<file path="src/sv/tsm_pkg.sv">
// Types, phase codes and fixed pin actions for the two-wire sensor master.
// No dependencies; imported by tsm_seq, the top level and the testbench.
`default_nettype none
package tsm_pkg;

   localparam int CODE_BITS  = 8;
   localparam int VALUE_BITS = 16;
   localparam int SETTLE_BITS = 8;
   localparam int CONV_BITS  = 16;
   localparam int CSR_DATA_BITS = 16;

   localparam logic CMD_START = 1'b0;
   localparam logic CMD_TICK  = 1'b1;

   localparam logic CSR_BIT_SETTLE  = 1'b0;
   localparam logic CSR_CONV_DELAY  = 1'b1;

   localparam logic [SETTLE_BITS-1:0] SETTLE_RESET = 8'd1;
   localparam logic [CONV_BITS-1:0]   CONV_RESET   = 16'd200;

   typedef enum logic [4:0] {
      PH_IDLE, PH_TS0, PH_TS1, PH_TS2, PH_TS3, PH_TS4, PH_TS5, PH_TS6,
      PH_TX_DATA, PH_TX_HI, PH_TX_LO,
      PH_ACK_HI, PH_ACK_LOW, PH_ACK_WAIT, PH_CONV, PH_POLL,
      PH_RD_HI, PH_RD_SETTLE,
      PH_MA0, PH_MA1, PH_MA2, PH_MA3,
      PH_CRC0, PH_CRC1, PH_CRC2
   } phase_type;

   typedef struct packed {
      logic clk;
      logic en;
      logic dat;
   } pins_type;

   typedef struct packed {
      logic                  cmd;
      logic [CODE_BITS-1:0]  command_code;
      logic                  data_line;
   } req_type;

   typedef struct packed {
      pins_type               pins;
      logic                   busy_res;
      logic                   result_valid;
      logic [VALUE_BITS-1:0]  measured_value;
      logic                   ack_low_error;
      logic                   ack_release_error;
   } rsp_type;

   // pin pattern of the fixed-sequence phases (start, master ack, checksum skip)
   function automatic pins_type fixed_pins(input phase_type ph);
      pins_type p;
      p = '{clk: 1'b0, en: 1'b0, dat: 1'b0};
      case (ph)
         PH_TS0:  p = '{clk: 1'b0, en: 1'b1, dat: 1'b1};
         PH_TS1:  p = '{clk: 1'b1, en: 1'b1, dat: 1'b1};
         PH_TS2:  p = '{clk: 1'b1, en: 1'b1, dat: 1'b0};
         PH_TS3:  p = '{clk: 1'b0, en: 1'b1, dat: 1'b0};
         PH_TS4:  p = '{clk: 1'b1, en: 1'b1, dat: 1'b0};
         PH_TS5:  p = '{clk: 1'b1, en: 1'b1, dat: 1'b1};
         PH_TS6:  p = '{clk: 1'b0, en: 1'b1, dat: 1'b1};
         PH_MA0:  p = '{clk: 1'b0, en: 1'b1, dat: 1'b1};
         PH_MA1:  p = '{clk: 1'b0, en: 1'b1, dat: 1'b0};
         PH_MA2:  p = '{clk: 1'b1, en: 1'b1, dat: 1'b0};
         PH_MA3:  p = '{clk: 1'b0, en: 1'b0, dat: 1'b0};
         PH_CRC0: p = '{clk: 1'b0, en: 1'b1, dat: 1'b1};
         PH_CRC1: p = '{clk: 1'b1, en: 1'b1, dat: 1'b1};
         PH_CRC2: p = '{clk: 1'b0, en: 1'b1, dat: 1'b1};
         default: p = '{clk: 1'b0, en: 1'b0, dat: 1'b0};
      endcase
      return p;
   endfunction

endpackage
`default_nettype wire

</file>
<file path="src/sv/tsm_fifo.sv">
// Small word queue with registered pointers and a fill count.
// No package dependencies; used for the command queue and the result queue.
`default_nettype none
module tsm_fifo #(
   parameter int WIDTH = 8,
   parameter int DEPTH = 2
) (
   input  wire logic             clock,
   input  wire logic             reset,
   input  wire logic             push,
   input  wire logic [WIDTH-1:0] wdata,
   output logic                  full,
   input  wire logic             pop,
   output logic [WIDTH-1:0]      rdata,
   output logic                  empty
);
   localparam int PW = (DEPTH > 1) ? $clog2(DEPTH) : 1;
   localparam int CW = $clog2(DEPTH + 1);
   localparam logic [PW-1:0] LAST = PW'(DEPTH - 1);
   localparam logic [CW-1:0] FULL_COUNT = CW'(DEPTH);

   logic [WIDTH-1:0] mem_ff [DEPTH];
   logic [PW-1:0] wr_ptr_ff, wr_ptr_in, rd_ptr_ff, rd_ptr_in;
   logic [CW-1:0] count_ff, count_in;
   logic do_push, do_pop;

   assign full    = (count_ff == FULL_COUNT);
   assign empty   = (count_ff == '0);
   assign do_push = push && !full;
   assign do_pop  = pop && !empty;
   assign rdata   = mem_ff[rd_ptr_ff];

   always_comb begin
      wr_ptr_in = wr_ptr_ff;
      rd_ptr_in = rd_ptr_ff;
      count_in  = count_ff;
      if (do_push) begin
         wr_ptr_in = (wr_ptr_ff == LAST) ? '0 : wr_ptr_ff + 1'b1;
      end
      if (do_pop) begin
         rd_ptr_in = (rd_ptr_ff == LAST) ? '0 : rd_ptr_ff + 1'b1;
      end
      if (do_push && !do_pop) begin
         count_in = count_ff + 1'b1;
      end else if (do_pop && !do_push) begin
         count_in = count_ff - 1'b1;
      end
   end

   always_ff @(posedge clock) begin
      if (reset) begin
         wr_ptr_ff <= '0;
         rd_ptr_ff <= '0;
         count_ff  <= '0;
      end else begin
         wr_ptr_ff <= wr_ptr_in;
         rd_ptr_ff <= rd_ptr_in;
         count_ff  <= count_in;
      end
   end

   always_ff @(posedge clock) begin
      if (do_push) begin
         mem_ff[wr_ptr_ff] <= wdata;
      end
   end
endmodule
`default_nettype wire

</file>
<file path="src/sv/tsm_seq.sv">
// Pin sequencer: runs one start or tick word per enabled cycle, holds config.
// Depends on tsm_pkg.
`default_nettype none
module tsm_seq #(
   parameter int RESULT_BITS = 16,
   parameter int DELAY_BITS  = 16
) (
   input  wire logic                                clock,
   input  wire logic                                reset,
   input  wire logic                                csr_write_en,
   input  wire logic                                csr_index,
   input  wire logic [tsm_pkg::CSR_DATA_BITS-1:0]   csr_wdata,
   input  wire logic                                go,
   input  wire tsm_pkg::req_type                    req,
   output tsm_pkg::rsp_type                         rsp
);
   import tsm_pkg::*;

   localparam int CNT_W = $clog2(RESULT_BITS + 1);
   localparam logic [CNT_W-1:0] RES_COUNT = CNT_W'(RESULT_BITS);
   localparam logic [CNT_W-1:0] CMD_COUNT = CNT_W'(8);

   logic [SETTLE_BITS-1:0] settle_ff;
   logic [CONV_BITS-1:0]   conv_ff;

   phase_type               phase_ff, phase_in;
   logic [CNT_W-1:0]        bit_count_ff, bit_count_in, bit_count_inc;
   logic [DELAY_BITS-1:0]   delay_ff, delay_in;
   logic [CODE_BITS-1:0]    command_ff, command_in;
   logic [RESULT_BITS-1:0]  read_ff, read_in;
   logic [1:0]              ack_ff, ack_in;
   pins_type                pins_ff, pins_in;
   logic                    done;
   logic                    tick, delay_zero;

   assign tick          = (req.cmd == CMD_TICK);
   assign delay_zero    = (delay_ff == '0);
   assign bit_count_inc = bit_count_ff + 1'b1;

   // next phase
   always_comb begin
      phase_in = phase_ff;
      if (!tick) begin
         if (phase_ff == PH_IDLE) begin
            phase_in = PH_TS0;
         end
      end else begin
         case (phase_ff)
            PH_IDLE:      phase_in = PH_IDLE;
            PH_TS6:       phase_in = PH_TX_DATA;
            PH_TX_DATA:   phase_in = PH_TX_HI;
            PH_TX_HI:     phase_in = PH_TX_LO;
            PH_TX_LO:     phase_in = (bit_count_inc >= CMD_COUNT) ? PH_ACK_HI : PH_TX_DATA;
            PH_ACK_HI:    phase_in = PH_ACK_LOW;
            PH_ACK_LOW:   phase_in = PH_ACK_WAIT;
            PH_ACK_WAIT:  phase_in = delay_zero ? PH_CONV : PH_ACK_WAIT;
            PH_CONV:      phase_in = delay_zero ? PH_POLL : PH_CONV;
            PH_POLL:      phase_in = req.data_line ? PH_POLL : PH_RD_HI;
            PH_RD_HI:     phase_in = PH_RD_SETTLE;
            PH_RD_SETTLE: begin
               if (!delay_zero) begin
                  phase_in = PH_RD_SETTLE;
               end else if (bit_count_inc >= RES_COUNT) begin
                  phase_in = PH_CRC0;
               end else if (bit_count_inc[2:0] == 3'd0) begin
                  phase_in = PH_MA0;
               end else begin
                  phase_in = PH_RD_HI;
               end
            end
            PH_MA3:       phase_in = PH_RD_HI;
            PH_CRC2:      phase_in = PH_IDLE;
            default:      phase_in = phase_type'(phase_ff + 5'd1);
         endcase
      end
   end

   // datapath and pins
   always_comb begin
      bit_count_in = bit_count_ff;
      delay_in     = delay_ff;
      command_in   = command_ff;
      read_in      = read_ff;
      ack_in       = ack_ff;
      pins_in      = pins_ff;
      done         = 1'b0;
      if (!tick) begin
         if (phase_ff == PH_IDLE) begin
            command_in   = req.command_code;
            ack_in       = '0;
            bit_count_in = '0;
            read_in      = '0;
            delay_in     = '0;
         end
      end else begin
         case (phase_ff)
            PH_IDLE: ;
            PH_TS0, PH_TS1, PH_TS2, PH_TS3, PH_TS4, PH_TS5: begin
               pins_in = fixed_pins(phase_ff);
            end
            PH_TS6: begin
               pins_in      = fixed_pins(phase_ff);
               bit_count_in = '0;
            end
            PH_TX_DATA: begin
               pins_in = '{clk: 1'b0, en: 1'b1,
                           dat: command_ff[3'd7 - bit_count_ff[2:0]]};
            end
            PH_TX_HI: pins_in.clk = 1'b1;
            PH_TX_LO: begin
               pins_in.clk  = 1'b0;
               bit_count_in = bit_count_inc;
            end
            PH_ACK_HI: pins_in = '{clk: 1'b1, en: 1'b0, dat: 1'b0};
            PH_ACK_LOW: begin
               if (req.data_line) begin
                  ack_in[0] = 1'b1;
               end
               pins_in.clk = 1'b0;
               delay_in    = DELAY_BITS'(settle_ff);
            end
            PH_ACK_WAIT: begin
               if (!delay_zero) begin
                  delay_in = delay_ff - 1'b1;
               end else begin
                  if (!req.data_line) begin
                     ack_in[1] = 1'b1;
                  end
                  delay_in = DELAY_BITS'(conv_ff);
               end
            end
            PH_CONV: begin
               if (!delay_zero) begin
                  delay_in = delay_ff - 1'b1;
               end
            end
            PH_POLL: begin
               if (!req.data_line) begin
                  bit_count_in = '0;
                  read_in      = '0;
               end
            end
            PH_RD_HI: begin
               pins_in  = '{clk: 1'b1, en: 1'b0, dat: 1'b0};
               delay_in = DELAY_BITS'(settle_ff);
            end
            PH_RD_SETTLE: begin
               if (!delay_zero) begin
                  delay_in = delay_ff - 1'b1;
               end else begin
                  read_in      = {read_ff[RESULT_BITS-2:0], req.data_line};
                  pins_in.clk  = 1'b0;
                  bit_count_in = bit_count_inc;
               end
            end
            PH_MA0, PH_MA1, PH_MA2, PH_MA3, PH_CRC0, PH_CRC1: begin
               pins_in = fixed_pins(phase_ff);
            end
            PH_CRC2: begin
               pins_in = fixed_pins(phase_ff);
               done    = 1'b1;
            end
            default: ;
         endcase
      end
   end

   always_comb begin
      rsp.pins              = pins_in;
      rsp.busy_res          = (phase_in != PH_IDLE);
      rsp.result_valid      = done;
      rsp.measured_value    = done ? VALUE_BITS'(read_in) : '0;
      rsp.ack_low_error     = ack_in[0];
      rsp.ack_release_error = ack_in[1];
   end

   always_ff @(posedge clock) begin
      if (reset) begin
         settle_ff <= SETTLE_RESET;
         conv_ff   <= CONV_RESET;
      end else if (csr_write_en) begin
         if (csr_index == CSR_BIT_SETTLE) begin
            settle_ff <= csr_wdata[SETTLE_BITS-1:0];
         end else begin
            conv_ff <= csr_wdata[CONV_BITS-1:0];
         end
      end
   end

   always_ff @(posedge clock) begin
      if (reset) begin
         phase_ff     <= PH_IDLE;
         bit_count_ff <= '0;
         delay_ff     <= '0;
         command_ff   <= '0;
         read_ff      <= '0;
         ack_ff       <= '0;
         pins_ff      <= '{clk: 1'b0, en: 1'b0, dat: 1'b0};
      end else if (go) begin
         phase_ff     <= phase_in;
         bit_count_ff <= bit_count_in;
         delay_ff     <= delay_in;
         command_ff   <= command_in;
         read_ff      <= read_in;
         ack_ff       <= ack_in;
         pins_ff      <= pins_in;
      end
   end
endmodule
`default_nettype wire

</file>
<file path="src/sv/two_wire_sensor_measure_master_unit.sv">
// Top level of the two-wire sensor measurement master: command queue,
// pin sequencer and result queue. Depends on tsm_pkg, tsm_fifo, tsm_seq.
//
//   channel  | handshake        | payload
//   ---------+------------------+-------------------------------------------
//   request  | push / full      | req_cmd, req_command_code, req_data_line
//   response | empty / pop      | rsp_clock_level ... rsp_ack_release_error
//   csr      | csr_write_en     | csr_index, csr_wdata
//
// One word per cycle sustained while the result queue has room; a queued word passes
// through the combinational pin sequencer step into the result queue.
// Synchronous reset empties both queues, idles the sequencer, restores csr.
// Both queues are two words deep; a stalled response side fills the result
// queue and then the command queue before full rises.
`default_nettype none
module two_wire_sensor_measure_master_unit #(
   parameter int RESULT_BITS = 16,
   parameter int DELAY_BITS  = 16
) (
   input  wire logic                               clock,
   input  wire logic                               reset,
   input  wire logic                               push,
   output logic                                    full,
   input  wire logic                               req_cmd,
   input  wire logic [tsm_pkg::CODE_BITS-1:0]      req_command_code,
   input  wire logic                               req_data_line,
   output logic                                    empty,
   input  wire logic                               pop,
   output logic                                    rsp_clock_level,
   output logic                                    rsp_data_drive_enable,
   output logic                                    rsp_data_level,
   output logic                                    rsp_busy_res,
   output logic                                    rsp_result_valid,
   output logic [tsm_pkg::VALUE_BITS-1:0]          rsp_measured_value,
   output logic                                    rsp_ack_low_error,
   output logic                                    rsp_ack_release_error,
   input  wire logic                               csr_write_en,
   input  wire logic                               csr_index,
   input  wire logic [tsm_pkg::CSR_DATA_BITS-1:0]  csr_wdata
);
   import tsm_pkg::*;

   req_type in_word, mid_word;
   rsp_type seq_word, out_word;
   logic    mid_empty, mid_full_unused, rsp_full, go;

   assign in_word = '{cmd: req_cmd, command_code: req_command_code,
                      data_line: req_data_line};
   assign go = !mid_empty && !rsp_full;

   tsm_fifo #(.WIDTH($bits(req_type)), .DEPTH(2)) u_req_q (
      .clock (clock),
      .reset (reset),
      .push  (push),
      .wdata (in_word),
      .full  (full),
      .pop   (go),
      .rdata (mid_word),
      .empty (mid_empty)
   );

   tsm_seq #(.RESULT_BITS(RESULT_BITS), .DELAY_BITS(DELAY_BITS)) u_seq (
      .clock        (clock),
      .reset        (reset),
      .csr_write_en (csr_write_en),
      .csr_index    (csr_index),
      .csr_wdata    (csr_wdata),
      .go           (go),
      .req          (mid_word),
      .rsp          (seq_word)
   );

   tsm_fifo #(.WIDTH($bits(rsp_type)), .DEPTH(2)) u_rsp_q (
      .clock (clock),
      .reset (reset),
      .push  (go),
      .wdata (seq_word),
      .full  (rsp_full),
      .pop   (pop),
      .rdata (out_word),
      .empty (empty)
   );

   assign mid_full_unused       = 1'b0;
   assign rsp_clock_level       = out_word.pins.clk;
   assign rsp_data_drive_enable = out_word.pins.en;
   assign rsp_data_level        = out_word.pins.dat;
   assign rsp_busy_res          = out_word.busy_res;
   assign rsp_result_valid      = out_word.result_valid;
   assign rsp_measured_value    = out_word.measured_value;
   assign rsp_ack_low_error     = out_word.ack_low_error;
   assign rsp_ack_release_error = out_word.ack_release_error | mid_full_unused;
endmodule
`default_nettype wire

</file>
<file path="config.mk">
export PLATFORM = sky130hd
export DESIGN_NAME = two_wire_sensor_measure_master_unit
export DESIGN_NICKNAME = d
export VERILOG_FILES = /design/src/sv/tsm_pkg.sv /design/src/sv/tsm_fifo.sv /design/src/sv/tsm_seq.sv /design/src/sv/two_wire_sensor_measure_master_unit.sv
export SDC_FILE = /design/constraint.sdc
export NUM_CORES = 1
export LEC_CHECK = 0
export ABC_AREA = 0
export BUFFER_PORTS_ARGS = -buffer_cell sky130_fd_sc_hd__buf_2
export CORE_ASPECT_RATIO = 1.4
export CORE_MARGIN = 1
export CORE_UTILIZATION = 42
export DETAILED_ROUTE_END_ITERATION = 16
export HOLD_SLACK_MARGIN = 0.08
export PLACE_DENSITY_LB_ADDON = 0.2
export SLEW_MARGIN = 0
export SYNTH_ARGS = -nofsm -noshare
export SYNTH_HDL_FRONTEND = slang
export SYNTH_HIERARCHICAL = 1
export SYNTH_SLANG_ARGS = --single-unit
export TNS_END_PERCENT = 20
</file>
<file path="constraint.sdc">
create_clock -name clock -period 7.3 [get_ports clock]
set_input_delay 1.46 -clock clock [delete_from_list [all_inputs] [get_ports clock]]
set_output_delay 1.46 -clock clock [all_outputs]
set_load 0.005 [all_outputs]
</file>
==> key figures <==
Synth
  • Cell variety after synth: 73
  • Syn Nets: 817
  • Largest family of logic cells by synthesized area: simple AND/OR/NAND/NOR gates
  • Compound-Gate Fraction of Synth Area: roughly 17%
  • Ys flop type: dfxtp_1
  • Syn Inst Count: 771
  • Xor/xnor cell area share of the yosys netlist: 2.41%
  • Adder-Cell Fraction of Synth Area: 2.29%
  • Seq cells post-synth: between 150 and 200
  • Post-synth EDFFs: 66
  • YS warnings: 6
  • Synthesized cell area: approximately 7600 um2
  • Multiplexer share of the synthesized area: around 7.6%
  • Seq/Total Area, Yosys: 50.1%
  • Synth Area in Simple Gates: 17.6%
  • Avg Inst Size Synth: 9.90 um2
  • Ys async rst share: 0%

Final layout
  • # fillers: 1745
  • Syn-to-layout area delta: 13.3%
  • ANT cells: 0
  • Ratio of cells with drive above 1 in the final layout: 17.1%
  • Nets: approximately 850

Placed design
  • IO buf count: 56
  • Pre-CTS setup slack: 3.11 ns
  • Hpwl dp: around 13000 um
  • GPL Wtd Cong: 0.876

Setup path
  • Critical path's top delay family: simple AND/OR/NAND/NOR gates
  • CP Buf/Inv Count: 2
  • Critical Path Source: u_seq/phase_ff[0]
  • Critical Path, Cell by Cell: inv_1 > ha_1 > nor2b_1 > a211o_1 > or4b_1 > and4_1 > o31ai_2 > nor2b_1 > inv_1 > ha_1 > xor2_1 > or3_1 > a21oi_2
  • Worst R2R Path Depth: 13
  • Critical Path AT: ~4.6 ns
  • Worst setup EP type: register
  • Setup CP Type: register to register
  • Worst R2R Setup Slack: 3.05 ns
  • Critical Path Max Stage Delay: 0.70 ns
  • Slowest-stage cell, CP: or4b_1
  • Worst R2R Start: u_seq/phase_ff[0]
  • Startpoint Class: register
  • Required time worst endpoint: 7.66 ns
  • Worst Path Max Fanout: 14
  • CP Depth: 13

Drt
  • Wire length on met2: 9630 um
  • WL/cell: 16.9 um
  • Detailed Route Iter0 Violations: between 200 and 300
  • Vias: 5886
  • Pre-antenna DRT Iters: 5
  • DR top layer: met4
  • Met1 WL: 7360 um
  • Drt drc: 0
  • Drt total wl: 17800 um
  • Drt via density: ~5.6
  • Metal3 WL: between 400 and 500 um
  • Post-route ant nets: 0

Power
  • Clk pwr share: between 30% and 40%
  • Max IR drop VDD: approximately 140 uV
  • Design internal power: 1.97 mW
  • Combinational share of power: 26.9%
  • Seq pwr share: 41.4%
  • Power Dens Cells: 329 nW/um2
  • Psw: 0.875 mW
  • Leak pwr: 3.21 nW
  • Sw Share: 30.8%

Timing
  • Clk_skew: a little under 0.008 ns
  • Final min period: about 4.3 ns
  • Worst-Margin Slew: 1.20 ns
  • # setup viols final: 0
  • Final worst-path cycle share: 58.2%
  • Relative slew slack: 19.6%
  • Final WS setup: 3.05 ns
  • Setup Total Neg Slack: 0 ns
  • RSZ-0062 raised after global routing: false
  • Max Clock Freq: 235 MHz
  • Max-slew violations: 0
  • Final Hold Violating Endpoints: 0

Clock network
  • CTS tree: built
  • Clock sinks: 158
  • Htree depth: 4
  • Post-cts sizing count: 0
  • Clk buf depth: 2
  • # Post-CTS Setup Buffers: 0
  • Clock buffer count from CTS: 17
  • Root Buffer: clkbuf_16
  • Worst-Skew Late Latency: 0.43 ns
  • CTS Hold Buffers Added: 0
  • Clk slew on worst S/H paths: about 0.06 ns

Floorplan
  • Initial Utilization: 42.8%
  • Num ports: 57
  • Die area: 18700 um2
  • DIE HEIGHT: between 150 and 200 um
  • Die width: 116 um
  • Num rows: 58
  • Core Footprint: 17900 um2

Global routing
  • Tot GR Track Use: slightly below 20%
  • Antenna violations before repair: 0
  • First-pass GRT wire length: 28700 um
  • Total grt overflow: 0
  • Vias in the first global route: roughly 5.8k
  • Largest net degree at the start of global routing: 58

Status
  • Outcome: finished clean

Worst hold path
  • Min-Delay Path Class: register to register

Run
  • Max-Cap Viols: 0
==> kinds of logic after synthesis <==
family / count (synthesis)
XOR/XNOR: 21
AO/OA/AOI/OAI: 183
buffers and inverters: 66
flip-flops: 158
adder cells (fa/ha/maj): 14
AND/OR/NAND/NOR: 278
multiplexers: 51
==> worst reg2reg max path, stage by stage (launching register included) <==
cell	delay (ns)
dfxtp_1	0.43
inv_1	0.13
ha_1	0.39
nor2b_1	0.24
a211o_1	0.36
or4b_1	0.70
and4_1	0.26
o31ai_2	0.41
nor2b_1	0.25
inv_1	0.10
ha_1	0.32
xor2_1	0.16
or3_1	0.32
a21oi_2	0.14
==> cells in the mapped netlist (all sizes together), types with 4 or more instances <==
library cell	count	area, um2
nor2	94	355
dfxtp	92	1840
nand2	87	327
edfxtp	66	1980
a22oi	46	345
a21oi	39	199
mux2	36	405
clkbuf	35	131
o21ai	34	170
inv	17	63.8
buf	14	66.3
ha	14	175
mux2i	13	130
nor3	11	55.1
xor2	11	96.3
nand3	10	50.1
xnor2	10	87.6
a21o	9	67.6
or3	9	56.3
nand3b	8	60.1
nor2b	8	55.1
and2	6	37.5
nand2b	6	37.5
a32oi	5	43.8
nor3b	5	37.5
nor4	5	31.3
o211ai	5	42.5
a211o	4	35.0
nand4b	4	35.0
o221ai	4	35.0
or2	4	25.0
==> cell type report <==
type / instances / area [um2] / share of cell area [%]
clock inverter: 13 / 164 / 1.90
clock buffer: 19 / 443 / 5.12
tap: 240 / 300 / 3.47
multi-input combinational: 547 / 3550 / 41.1
sequential: 158 / 3820 / 44.2
inverter: 17 / 63.8 / 0.738
timing repair buffer: 59 / 303 / 3.50
==> how the worst min path moves through the flow <==
stage	startpoint	end	slack (ns)	cells past startpoint
floorplan	u_seq/conv_ff[0]	u_seq/conv_ff[0]	0.44	2
global placement	u_seq/settle_ff[5]	u_seq/settle_ff[5]	0.45	2
detailed placement	u_seq/conv_ff[8]	u_seq/conv_ff[8]	0.45	2
CTS	u_seq/conv_ff[8]	u_seq/conv_ff[8]	0.46	2
global route	u_seq/conv_ff[8]	u_seq/conv_ff[8]	0.47	2
finish	u_seq/settle_ff[6]	u_seq/settle_ff[6]	0.46	2
==> layout by cell type (no fill, tap or decap), types with 8 or more instances in the layout <==
| master | netlist | routed |
|---|---|---|
| nor2_1 | 93 | 93 |
| dfxtp_1 | 92 | 92 |
| nand2_1 | 87 | 87 |
| edfxtp_1 | 66 | 66 |
| buf_2 | 8 | 56 |
| a22oi_1 | 46 | 46 |
| a21oi_1 | 38 | 38 |
| mux2_2 | 36 | 36 |
| o21ai_0 | 34 | 34 |
| clkbuf_16 | 0 | 17 |
| inv_1 | 17 | 17 |
| ha_1 | 14 | 14 |
| mux2i_1 | 13 | 13 |
| xor2_1 | 11 | 11 |
| nor3_1 | 11 | 11 |
| nand3_1 | 10 | 10 |
| xnor2_1 | 10 | 10 |
| or3_1 | 9 | 9 |
| a21o_1 | 9 | 9 |
| nand3b_1 | 8 | 8 |
==> per-layer routing <==
layer	GRT usage, %	vias up
li1	-	2875
met1	21.6	2863
met2	36.7	122
met3	3.30	26
met4	7.63	0
met5	0	-
==> sequential cells by signal, indices dropped and copies added, names as in the netlist, 3 cells and up, named ones only <==
| name | cells |
|---|---|
| u_seq/pins_ff | 3 |
| u_seq/command_ff | 8 |
| u_rsp_q/mem_ff | 46 |
| u_req_q/mem_ff | 20 |
| u_seq/delay_ff | 16 |
| u_seq/bit_count_ff | 5 |
| u_seq/read_ff | 16 |
| u_seq/phase_ff | 5 |
| u_seq/conv_ff | 16 |
| u_seq/settle_ff | 8 |
==> through the flow <==
step	instances	area, um2	power, mW	hold WS [ns]	util, %
floorplan	771	7630	1.72	0.436	-
global placement	1021	8040	1.94	0.450	45.0
detailed placement	1021	8040	1.96	0.447	45.0
CTS	1053	8650	2.88	0.457	48.4
global route	1053	8650	3.00	0.471	48.4
finish	1053	8650	2.85	0.458	48.4
==> power by group through the flow <==
| stage | Sequential (mW) | Combinational (mW) | Clock (mW) |
|---|---|---|---|
| 2_1_floorplan | 1.15 | 0.572 | 0 |
| 3_5_place_dp | 1.20 | 0.762 | 0 |
| 5_1_grt | 1.20 | 0.841 | 0.957 |
| 6_report | 1.18 | 0.764 | 0.903 |
| 4_1_cts | 1.18 | 0.768 | 0.926 |
| 3_3_place_gp | 1.19 | 0.750 | 0 |
Power figures use the tool's default switching activity.
